## config.mk

```make
export PLATFORM = sky130hd
export DESIGN_NAME = cpio_newc_payload_extractor_core
export DESIGN_NICKNAME = d
export VERILOG_FILES = /design/src/hw/rtl/cnpe_pkg.sv /design/src/hw/rtl/cnpe_parser.sv /design/src/hw/rtl/cpio_newc_payload_extractor_core.sv
export SDC_FILE = /design/constraint.sdc
export NUM_CORES = 1
export LEC_CHECK = 0
export ABC_AREA = 1
export BUFFER_PORTS_ARGS = -buffer_cell sky130_fd_sc_hd__buf_2
export CAP_MARGIN = 20
export CORE_AREA = 8 8 226 228
export DETAILED_ROUTE_END_ITERATION = 10
export DIE_AREA = 0 0 234 236
export PLACE_DENSITY_LB_ADDON = 0.08
export SLEW_MARGIN = 15
export SYNTH_ARGS = -nofsm -noshare
export SYNTH_HDL_FRONTEND = slang
export SYNTH_HIERARCHICAL = 1
export SYNTH_SLANG_ARGS = --single-unit
```

## constraint.sdc

```tcl
create_clock -name clk -period 9.07 [get_ports clk]
set_input_delay 0.4535 -clock clk [delete_from_list [all_inputs] [get_ports clk]]
set_output_delay 0.4535 -clock clk [all_outputs]
set_load 0.005 [all_outputs]
```

## src/hw/rtl/cnpe_pkg.sv

```systemverilog
// Shared types, codes and character tables for the cpio newc payload extractor.
`default_nettype none

package cnpe_pkg;

	localparam int unsigned NAME_LIMIT_W  = 21;
	localparam int unsigned PAY_LIMIT_W   = 48;
	localparam int unsigned COUNT_W       = 32;
	localparam int unsigned HDR_BYTES     = 104;
	localparam int unsigned MAGIC_BYTES   = 6;
	localparam int unsigned TRAILER_BYTES = 10;
	localparam int unsigned FILESIZE_FLD  = 6;
	localparam int unsigned NAMESIZE_FLD  = 11;

	localparam logic [NAME_LIMIT_W-1:0] NAME_LIMIT_RST = NAME_LIMIT_W'(1048576);
	localparam logic [PAY_LIMIT_W-1:0]  PAY_LIMIT_MAX  = {PAY_LIMIT_W{1'b1}};

	typedef enum logic [2:0] {
		PH_MAGIC    = 3'd0,
		PH_HEADER   = 3'd1,
		PH_NAME     = 3'd2,
		PH_NAMEPAD  = 3'd3,
		PH_DATA     = 3'd4,
		PH_DATAPAD  = 3'd5,
		PH_HALT     = 3'd6
	} phase_t;

	typedef enum logic [2:0] {
		ST_RUNNING   = 3'd0,
		ST_CLEAN_END = 3'd1,
		ST_TRAILER   = 3'd2,
		ST_BAD_MAGIC = 3'd3,
		ST_BAD_HEX   = 3'd4,
		ST_BAD_NAME  = 3'd5,
		ST_TRUNCATED = 3'd6,
		ST_LIMIT     = 3'd7
	} status_t;

	typedef enum logic [1:0] {
		REG_NAME_SIZE_LIMIT = 2'd0,
		REG_PAYLOAD_LIMIT   = 2'd1
	} reg_index_t;

	// one stream item presented to the parser
	typedef struct packed {
		logic       fire;
		logic [7:0] data_byte;
		logic       stream_end;
	} step_in_t;

	typedef struct packed {
		logic [7:0] payload_byte;
		logic       payload_valid;
		logic       file_last;
		status_t    status;
	} result_t;

	typedef struct packed {
		logic       ok;
		logic [3:0] value;
	} hex_digit_t;

	function automatic logic [7:0] magic_char(input logic [2:0] idx);
		logic [7:0] c;
		unique case (idx)
			3'd0: c = "0";
			3'd1: c = "7";
			3'd2: c = "0";
			3'd3: c = "7";
			3'd4: c = "0";
			3'd5: c = "1";
			default: c = 8'h00;
		endcase
		return c;
	endfunction

	function automatic logic [7:0] trailer_char(input logic [3:0] idx);
		logic [7:0] c;
		unique case (idx)
			4'd0: c = "T";
			4'd1: c = "R";
			4'd2: c = "A";
			4'd3: c = "I";
			4'd4: c = "L";
			4'd5: c = "E";
			4'd6: c = "R";
			4'd7: c = "!";
			4'd8: c = "!";
			4'd9: c = "!";
			default: c = 8'h00;
		endcase
		return c;
	endfunction

	function automatic hex_digit_t hex_decode(input logic [7:0] b);
		hex_digit_t h;
		h.ok    = 1'b0;
		h.value = 4'h0;
		if (b >= "0" && b <= "9") begin
			h.ok    = 1'b1;
			h.value = 4'(b - "0");
		end else if (b >= "a" && b <= "f") begin
			h.ok    = 1'b1;
			h.value = 4'(b - "a" + 8'd10);
		end else if (b >= "A" && b <= "F") begin
			h.ok    = 1'b1;
			h.value = 4'(b - "A" + 8'd10);
		end
		return h;
	endfunction

endpackage

`default_nettype wire

```

## src/hw/rtl/cnpe_parser.sv

```systemverilog
// Archive parser state and the combinational step logic for one stream byte.
`default_nettype none

module cnpe_parser (
	input  wire                                    clk,
	input  wire                                    arst_n,
	input  cnpe_pkg::step_in_t                     item,
	input  wire  [cnpe_pkg::NAME_LIMIT_W-1:0]      name_size_limit,
	input  wire  [cnpe_pkg::PAY_LIMIT_W-1:0]       payload_limit,
	output logic                                   res_valid,
	output cnpe_pkg::result_t                      res
);
	import cnpe_pkg::*;

	phase_t                    phase_q, phase_d;
	logic [COUNT_W-1:0]        cnt_q, cnt_d;
	logic [3:0]                fld_q, fld_d;
	logic [31:0]               acc_q, acc_d;
	logic                      stopped_q, stopped_d;
	logic [NAME_LIMIT_W-1:0]   name_len_q, name_len_d;
	logic [31:0]               file_len_q, file_len_d;
	logic                      trailer_q, trailer_d;
	logic [1:0]                off_q, off_d;
	logic [PAY_LIMIT_W-1:0]    fwd_q, fwd_d;
	logic                      magic_bad_q, magic_bad_d;
	logic                      hex_bad_q, hex_bad_d;

	logic [COUNT_W-1:0]        cnt_inc;
	logic [1:0]                off_inc;
	logic                      limit_on;
	logic                      over_now;
	logic                      over_after_inc;
	hex_digit_t                hd;
	logic [2:0]                pos;
	logic [31:0]               acc_base;
	logic                      stopped_base;
	logic [31:0]               acc_n;
	logic                      magic_bad_n;
	logic                      trailer_n;
	logic                      do_finish;
	logic                      fin_trailer;
	logic                      data_last;

	assign cnt_inc  = cnt_q + COUNT_W'(1);
	assign off_inc  = off_q + 2'd1;
	assign limit_on = (payload_limit != '0);
	assign over_now = fwd_q > payload_limit;
	// count after this byte's increment, compared without waiting on the adder
	assign over_after_inc = (fwd_q == PAY_LIMIT_MAX) ? (fwd_q > payload_limit)
		: (fwd_q >= payload_limit);
	assign hd  = hex_decode(item.data_byte);
	assign pos = cnt_q[2:0];

	always_comb begin
		phase_d     = phase_q;
		cnt_d       = cnt_q;
		fld_d       = fld_q;
		acc_d       = acc_q;
		stopped_d   = stopped_q;
		name_len_d  = name_len_q;
		file_len_d  = file_len_q;
		trailer_d   = trailer_q;
		off_d       = off_q;
		fwd_d       = fwd_q;
		magic_bad_d = magic_bad_q;
		hex_bad_d   = hex_bad_q;
		res_valid   = 1'b0;
		res         = '0;
		res.status  = ST_RUNNING;
		acc_base    = (pos == 3'd0) ? 32'd0 : acc_q;
		stopped_base = (pos == 3'd0) ? 1'b0 : stopped_q;
		acc_n       = {acc_base[27:0], hd.value};
		magic_bad_n = magic_bad_q | (item.data_byte != magic_char(cnt_q[2:0]));
		trailer_n   = trailer_q & ~((cnt_q < COUNT_W'(TRAILER_BYTES)) &&
			(item.data_byte != trailer_char(cnt_q[3:0])));
		do_finish   = 1'b0;
		fin_trailer = trailer_q;
		data_last   = (cnt_inc >= file_len_q);

		if (item.fire && phase_q != PH_HALT) begin
			if (item.stream_end) begin
				phase_d   = PH_HALT;
				res_valid = 1'b1;
				if ((phase_q == PH_MAGIC && cnt_q == '0) || phase_q == PH_DATAPAD) begin
					res.status = ST_CLEAN_END;
				end else begin
					res.status = ST_TRUNCATED;
				end
			end else begin
				off_d = off_inc;
				unique case (phase_q)
					PH_MAGIC: begin
						cnt_d       = cnt_inc;
						magic_bad_d = magic_bad_n;
						if (cnt_inc >= COUNT_W'(MAGIC_BYTES)) begin
							if (magic_bad_n) begin
								phase_d    = PH_HALT;
								res_valid  = 1'b1;
								res.status = ST_BAD_MAGIC;
							end else begin
								phase_d   = PH_HEADER;
								cnt_d     = '0;
								fld_d     = '0;
								acc_d     = '0;
								stopped_d = 1'b0;
								hex_bad_d = 1'b0;
							end
						end
					end
					PH_HEADER: begin
						acc_d     = acc_base;
						stopped_d = stopped_base;
						if (!stopped_base) begin
							if (!hd.ok) begin
								stopped_d = 1'b1;
								if (pos == 3'd0 && (fld_q == 4'(FILESIZE_FLD) ||
									fld_q == 4'(NAMESIZE_FLD))) begin
									hex_bad_d = 1'b1;
								end
							end else begin
								acc_d = acc_n;
							end
						end
						if (pos == 3'd7) begin
							if (fld_q == 4'(FILESIZE_FLD)) begin
								file_len_d = acc_d;
							end
							if (fld_q == 4'(NAMESIZE_FLD)) begin
								// sizes beyond the field width read as zero and get rejected
								name_len_d = (acc_d[31:NAME_LIMIT_W] != '0) ? '0
									: acc_d[NAME_LIMIT_W-1:0];
							end
							fld_d = fld_q + 4'd1;
						end
						cnt_d = cnt_inc;
						// last header byte cannot raise either error, so stored flags suffice
						if (cnt_inc >= COUNT_W'(HDR_BYTES)) begin
							if (hex_bad_q) begin
								phase_d    = PH_HALT;
								res_valid  = 1'b1;
								res.status = ST_BAD_HEX;
							end else if (name_len_q == '0 || name_len_q > name_size_limit) begin
								phase_d    = PH_HALT;
								res_valid  = 1'b1;
								res.status = ST_BAD_NAME;
							end else begin
								phase_d   = PH_NAME;
								cnt_d     = '0;
								trailer_d = 1'b1;
							end
						end
					end
					PH_NAME: begin
						trailer_d = trailer_n;
						cnt_d     = cnt_inc;
						if (cnt_inc >= COUNT_W'(name_len_q)) begin
							if (off_inc == 2'd0) begin
								do_finish   = 1'b1;
								fin_trailer = trailer_n;
							end else begin
								phase_d = PH_NAMEPAD;
							end
						end
					end
					PH_NAMEPAD: begin
						if (off_inc == 2'd0) begin
							do_finish = 1'b1;
						end
					end
					PH_DATA: begin
						cnt_d = cnt_inc;
						if (fwd_q != PAY_LIMIT_MAX) begin
							fwd_d = fwd_q + PAY_LIMIT_W'(1);
						end
						res_valid         = 1'b1;
						res.payload_byte  = item.data_byte;
						res.payload_valid = 1'b1;
						res.file_last     = data_last;
						if (data_last) begin
							if (limit_on && over_after_inc) begin
								phase_d    = PH_HALT;
								res.status = ST_LIMIT;
							end else if (off_inc == 2'd0) begin
								phase_d     = PH_MAGIC;
								cnt_d       = '0;
								magic_bad_d = 1'b0;
							end else begin
								phase_d = PH_DATAPAD;
							end
						end
					end
					PH_DATAPAD: begin
						if (off_inc == 2'd0) begin
							phase_d     = PH_MAGIC;
							cnt_d       = '0;
							magic_bad_d = 1'b0;
						end
					end
					default: begin
						phase_d = PH_HALT;
					end
				endcase

				// end of name and its padding: trailer, empty file or start of content
				if (do_finish) begin
					if (fin_trailer && name_len_q >= NAME_LIMIT_W'(TRAILER_BYTES)) begin
						phase_d    = PH_HALT;
						res_valid  = 1'b1;
						res.status = ST_TRAILER;
					end else if (file_len_q == '0) begin
						if (limit_on && over_now) begin
							phase_d    = PH_HALT;
							res_valid  = 1'b1;
							res.status = ST_LIMIT;
						end else if (off_inc == 2'd0) begin
							phase_d     = PH_MAGIC;
							cnt_d       = '0;
							magic_bad_d = 1'b0;
						end else begin
							phase_d = PH_DATAPAD;
						end
					end else begin
						phase_d = PH_DATA;
						cnt_d   = '0;
					end
				end
			end
		end
	end

	always_ff @(posedge clk or negedge arst_n) begin
		if (!arst_n) begin
			phase_q     <= PH_MAGIC;
			cnt_q       <= '0;
			fld_q       <= '0;
			acc_q       <= '0;
			stopped_q   <= 1'b0;
			name_len_q  <= '0;
			file_len_q  <= '0;
			trailer_q   <= 1'b1;
			off_q       <= '0;
			fwd_q       <= '0;
			magic_bad_q <= 1'b0;
			hex_bad_q   <= 1'b0;
		end else begin
			phase_q     <= phase_d;
			cnt_q       <= cnt_d;
			fld_q       <= fld_d;
			acc_q       <= acc_d;
			stopped_q   <= stopped_d;
			name_len_q  <= name_len_d;
			file_len_q  <= file_len_d;
			trailer_q   <= trailer_d;
			off_q       <= off_d;
			fwd_q       <= fwd_d;
			magic_bad_q <= magic_bad_d;
			hex_bad_q   <= hex_bad_d;
		end
	end

`ifndef SYNTHESIS
	a_halt_sticks: assert property (@(posedge clk) disable iff (!arst_n)
		phase_q == PH_HALT |=> phase_q == PH_HALT)
		else $error("parser left halt without reset");
	a_halt_silent: assert property (@(posedge clk) disable iff (!arst_n)
		(item.fire && phase_q == PH_HALT) |-> !res_valid)
		else $error("result produced while halted");
	a_payload_from_data: assert property (@(posedge clk) disable iff (!arst_n)
		(res_valid && res.payload_valid) |-> (phase_q == PH_DATA && !item.stream_end))
		else $error("content byte forwarded outside data phase");
	a_result_halts: assert property (@(posedge clk) disable iff (!arst_n)
		(res_valid && res.status != ST_RUNNING) |=> phase_q == PH_HALT)
		else $error("status reported without halting");
	a_field_index: assert property (@(posedge clk) disable iff (!arst_n)
		phase_q == PH_HEADER |-> fld_q <= 4'd13)
		else $error("header field index past the last field");
`endif

endmodule

`default_nettype wire

```

## src/hw/rtl/cpio_newc_payload_extractor_core.sv

```systemverilog
// Pipeline: an accepted item is registered, parsed once the output register is free, and its
// result is held in the output register until the downstream takes it.
// Throughput: one archive byte per cycle while the output register is not stalled by m_axis_tready.
// Reset (arst_n low, asynchronous): parser back to expecting magic, pipeline empty,
// name_size_limit = 1048576 and payload_limit = 0.
`default_nettype none

module cpio_newc_payload_extractor_core (
	input  wire          clk,
	input  wire          arst_n,
	input  wire          s_axis_tvalid,
	output logic         s_axis_tready,
	input  wire  [7:0]   s_axis_tdata,   // [7:0] data_byte
	input  wire          s_axis_tuser,   // [0] stream_end
	output logic         m_axis_tvalid,
	input  wire          m_axis_tready,
	output logic [7:0]   m_axis_tdata,   // [7:0] payload_byte
	output logic         m_axis_tlast,   // file_last
	output logic [3:0]   m_axis_tuser,   // [0] payload_valid, [3:1] status
	input  wire          cfg_valid,
	output logic         cfg_ready,
	input  wire  [1:0]   cfg_index,
	input  wire  [47:0]  cfg_data
);
	import cnpe_pkg::*;

	logic                     valid_s1;
	logic [7:0]               byte_s1;
	logic                     end_s1;
	logic                     out_free;
	logic                     s_fire;
	step_in_t                 item;
	logic                     res_valid;
	result_t                  res;
	result_t                  out_q;
	logic                     out_valid_q;
	logic [NAME_LIMIT_W-1:0]  name_limit_q;
	logic [PAY_LIMIT_W-1:0]   pay_limit_q;

	assign out_free      = !out_valid_q || m_axis_tready;
	assign s_axis_tready = !valid_s1 || out_free;
	assign s_fire        = s_axis_tvalid && s_axis_tready;
	assign cfg_ready     = 1'b1;

	assign item.fire       = valid_s1 && out_free;
	assign item.data_byte  = byte_s1;
	assign item.stream_end = end_s1;

	always_ff @(posedge clk or negedge arst_n) begin
		if (!arst_n) begin
			valid_s1 <= 1'b0;
		end else if (s_axis_tready) begin
			valid_s1 <= s_axis_tvalid;
		end
	end

	always_ff @(posedge clk) begin
		if (s_fire) begin
			byte_s1 <= s_axis_tdata;
			end_s1  <= s_axis_tuser;
		end
	end

	always_ff @(posedge clk or negedge arst_n) begin
		if (!arst_n) begin
			name_limit_q <= NAME_LIMIT_RST;
			pay_limit_q  <= '0;
		end else if (cfg_valid) begin
			unique case (cfg_index)
				REG_NAME_SIZE_LIMIT: name_limit_q <= cfg_data[NAME_LIMIT_W-1:0];
				REG_PAYLOAD_LIMIT:   pay_limit_q  <= cfg_data[PAY_LIMIT_W-1:0];
				default: ;
			endcase
		end
	end

	cnpe_parser u_parser (
		.clk             (clk),
		.arst_n          (arst_n),
		.item            (item),
		.name_size_limit (name_limit_q),
		.payload_limit   (pay_limit_q),
		.res_valid       (res_valid),
		.res             (res)
	);

	always_ff @(posedge clk or negedge arst_n) begin
		if (!arst_n) begin
			out_valid_q <= 1'b0;
		end else if (out_free) begin
			out_valid_q <= item.fire && res_valid;
		end
	end

	always_ff @(posedge clk) begin
		if (item.fire && res_valid) begin
			out_q <= res;
		end
	end

	assign m_axis_tvalid = out_valid_q;
	assign m_axis_tdata  = out_q.payload_byte;
	assign m_axis_tlast  = out_q.file_last;
	assign m_axis_tuser  = {out_q.status, out_q.payload_valid};

`ifndef SYNTHESIS
	a_no_overwrite: assert property (@(posedge clk) disable iff (!arst_n)
		(m_axis_tvalid && !m_axis_tready) |-> !item.fire)
		else $error("parser stepped while result register was held");
	a_stage_hold: assert property (@(posedge clk) disable iff (!arst_n)
		(valid_s1 && !out_free) |=> (valid_s1 && $stable(byte_s1) && $stable(end_s1)))
		else $error("input stage lost a stalled item");
	a_ready_follows: assert property (@(posedge clk) disable iff (!arst_n)
		!valid_s1 |-> s_axis_tready)
		else $error("empty input stage refused an item");
`endif

endmodule

`default_nettype wire
```

==> impl_metrics.ini <==
[run_status]
status = finished clean

[route]
drt-total-wl_um = 57200
wire_per_inst_um = 17.74
drt-pass1-iter-count = 5
ant_nets = 0
via_count = 16680
via_per_inst = 5.173
drt_iter0_markers = 1350
drt_drc_violations_left = 0

[grt]
grtUsageTotal_pct = 20.63
grtUsageMet1_pct = 29.89
gr-max-usage-layer = met2
grt_overflow = 0
gr-usage-met3_pct = 4.105
grt_max_degree = 161
grt_pass1_vias = 16140
antenna_found_initial = 1
met2_usage_pct = 31.43
grt_first_pass_wirelength_um = 90900

[floorplanning]
dieHeight_um = 236
die_w_um = 234
rows = 80
die_area_sq_um = 55220
start_util_pct = 38.48
ios = 80
core-area_sq_um = 47350

[clock_network]
cts-htree-levels = 2
cts.clk_slew.worst_paths_ps = 60
clk_latency_ps = 560
cts_tree = built
clock-sinks = 271
cts-root-buf = clkbuf_16
cts_buffers = 36
postCtsSetupBuffers = 0
clock_path_buffers = 3

[setup_path]
critPathArrivalTime_ps = 5130
reg2regPathDepth = 29
worstPathMaxFanout = 13
crit_path_end_kind = register
cp.depth = 29
crit_buf_inv = 5
worst_path_most_repeated_cell = nand2_1
slowest_stage = nor3_2
path_class = reg -> reg
crit_required_ps = 9230
cp_top_family = simple AND/OR/NAND/NOR gates
crit_path_max_incr_delay_ps = 790
start_kind = register

[timing]
worstMarginPinSlew_ps = 1047
tns_ps = 0
finalMaxSlewViolations = 0
period_share_pct = 54.75
fin_skew_ps = 19.10
period_minus_slack_ps = 4966
whs_ps = 85.75
max_freq_ghz = 0.2014
slew_headroom_pct = 29.58
rsz0062_at_grt = no
hold_violations = 0
setup_viol = 0

[yosys]
synthFlopType = dfrtp_1
synthTopCellsByArea = dfrtp_1, nand2_1, ha_1, inv_1, nor2_1
synth_warnings = 6
synth_most_common_cell = nand2_1
yosysSeqAreaShare_pct = 37.85
mappedNetlistArea_sq_um = 18220
syn_nets = 2734
synthDistinctLibCells = 51
synth_area_leader_cell = dfrtp_1
syn_avg_cell_area_sq_um = 7.177
yosysTopAreaCellShare_pct = 33.93
synth_cells = 2538
synth_enable_flop_cells = 22
ys_ff_latch = 271
async_flop_share_pct = 91.88
netlist_top_cells_count = nand2_1, inv_1, dfrtp_1

[power_and_ir_drop]
power_density_nw_per_um2 = 232.1
p_total_uw = 4754
leakagePower_uw = 0.01036
vdd_drop_max_v = 0.0001382

[placement]
dp_hpwl_um = 42600
io_buffer_count = 78
dpl-instance-area_sq_um = 19110
gp_congestion = 0.9009

[final_layout]
num-nets-final = 2778
fillers = 4943
insertedDiodeCount = 0
synthToLayoutAreaGrowth_pct = 12.43
fin_area_sq_um = 20480
layout-drive-gt1-share_pct = 7.510

[min_path]
hold_depth = 1
hold_class = in -> reg

[flow_run]
max_cap_violations = 0
==> report_power, final <==
group          switching [uW]  total, uW  leakage, uW  internal, uW
combinational            1090       1580      0.00635           484
clock                     582       1600     0.000660          1020
sequential                191       1580      0.00335          1390
==> worst paths after layout <==
path / from / to / slack, ps
max in group asynchronous: arst_n / u_parser/acc_q[21] / 7190
setup / recovery: u_parser/cnt_q[0] / m_axis_tdata[1] / 4100
min in group asynchronous: arst_n / pay_limit_q[34] / 490
setup reg to reg: u_parser/cnt_q[0] / m_axis_tdata[1] / 4100
hold reg to reg: name_limit_q[20] / name_limit_q[20] / 470
hold / removal: s_axis_tdata[5] / byte_s1[5] / 90
==> worst reg2reg max path: cells and delay by family (launching register included) <==
family	cells	cell delay, ps
XOR/XNOR	1	180
buffers and inverters	5	350
flip-flops	1	610
AND/OR/NAND/NOR	21	2880
adder cells (fa/ha/maj)	2	590
==> sequential cells by signal (all words and copies together), names as in the netlist, 21 cells and up <==
register             flops
u_parser/acc_q          32
pay_limit_q             48
u_parser/name_len_q     21
u_parser/fwd_q          48
u_parser/cnt_q          32
name_limit_q            21
u_parser/file_len_q     32
==> routing by layer <==
metal  routed length [um]  vias to the layer above  part of all wire (%)
met1                28250                     7915                    49
met5                   13                        -                 0.023
met2                24790                      365                    43
met4                  872                        2                   1.5
li1                     -                     8338                     -
met3                 3275                       63                   5.7
==> cell type report <==
| type | count | area [sq um] | share of cell area, % |
|---|---|---|---|
| Multi-Input combinational cell | 1833 | 9607 | 46.91 |
| Sequential cell | 271 | 6894 | 33.66 |
| Inverter | 343 | 1287 | 6.286 |
| Clock buffer | 52 | 1104 | 5.388 |
| Tap cell | 615 | 769.5 | 3.757 |
| Timing Repair Buffer | 97 | 585.6 | 2.859 |
| Clock inverter | 14 | 234.0 | 1.142 |
==> timing repair <==
item | in CTS | in global routing
gates resized for setup | 0 | 0
hold buffers | 1 | 0
endpoints found under the setup margin | 0 | 0
hold endpoints to repair | 89 | 0
==> logic make-up after synthesis <==
logic type,Yosys count,share of synthesized area [%]
compound gates,278,8.593
other cells,1,0.02059
buf+inv,434,9.486
flops,271,37.85
fa+ha+maj,132,9.067
xor+xnor,70,3.366
simple gates,1352,31.62
==> stage by stage <==
stage | util [%] | std cells | setup slack, ps
after floorplan | - | 2538 | 4802
after global placement | 40.32 | 3156 | 4278
after CTS | 43.20 | 3224 | 4115
after detailed placement | 40.35 | 3157 | 4151
final | 43.26 | 3225 | 4104
after global routing | 43.26 | 3225 | 3555
==> placed cells by master (no fill, tap or decap), types with 3 or more instances in the layout <==
master       n
o211ai_1     8
buf_4       15
xnor2_1     13
o21ai_0    114
nand4_1     97
o31ai_1     31
clkbuf_16   38
dfrtp_1    247
nor2_2       7
a22oi_1      3
clkinv_2     6
o21a_1       3
xor2_1      57
nor2_1     234
a21oi_1     89
a211oi_1     4
nor4_1      35
inv_1      335
edfxtp_1    22
ha_1       132
nand3_2      4
nor3_1      37
clkbuf_1     4
nor2_4       5
nand2_1    774
o21ai_1      6
a31oi_1      4
nand2_2      8
bufinv_16    6
a21o_1       3
clkbuf_8    10
buf_2       77
inv_2        7
nand3_1    140
Power figures use the tool's default switching activity.
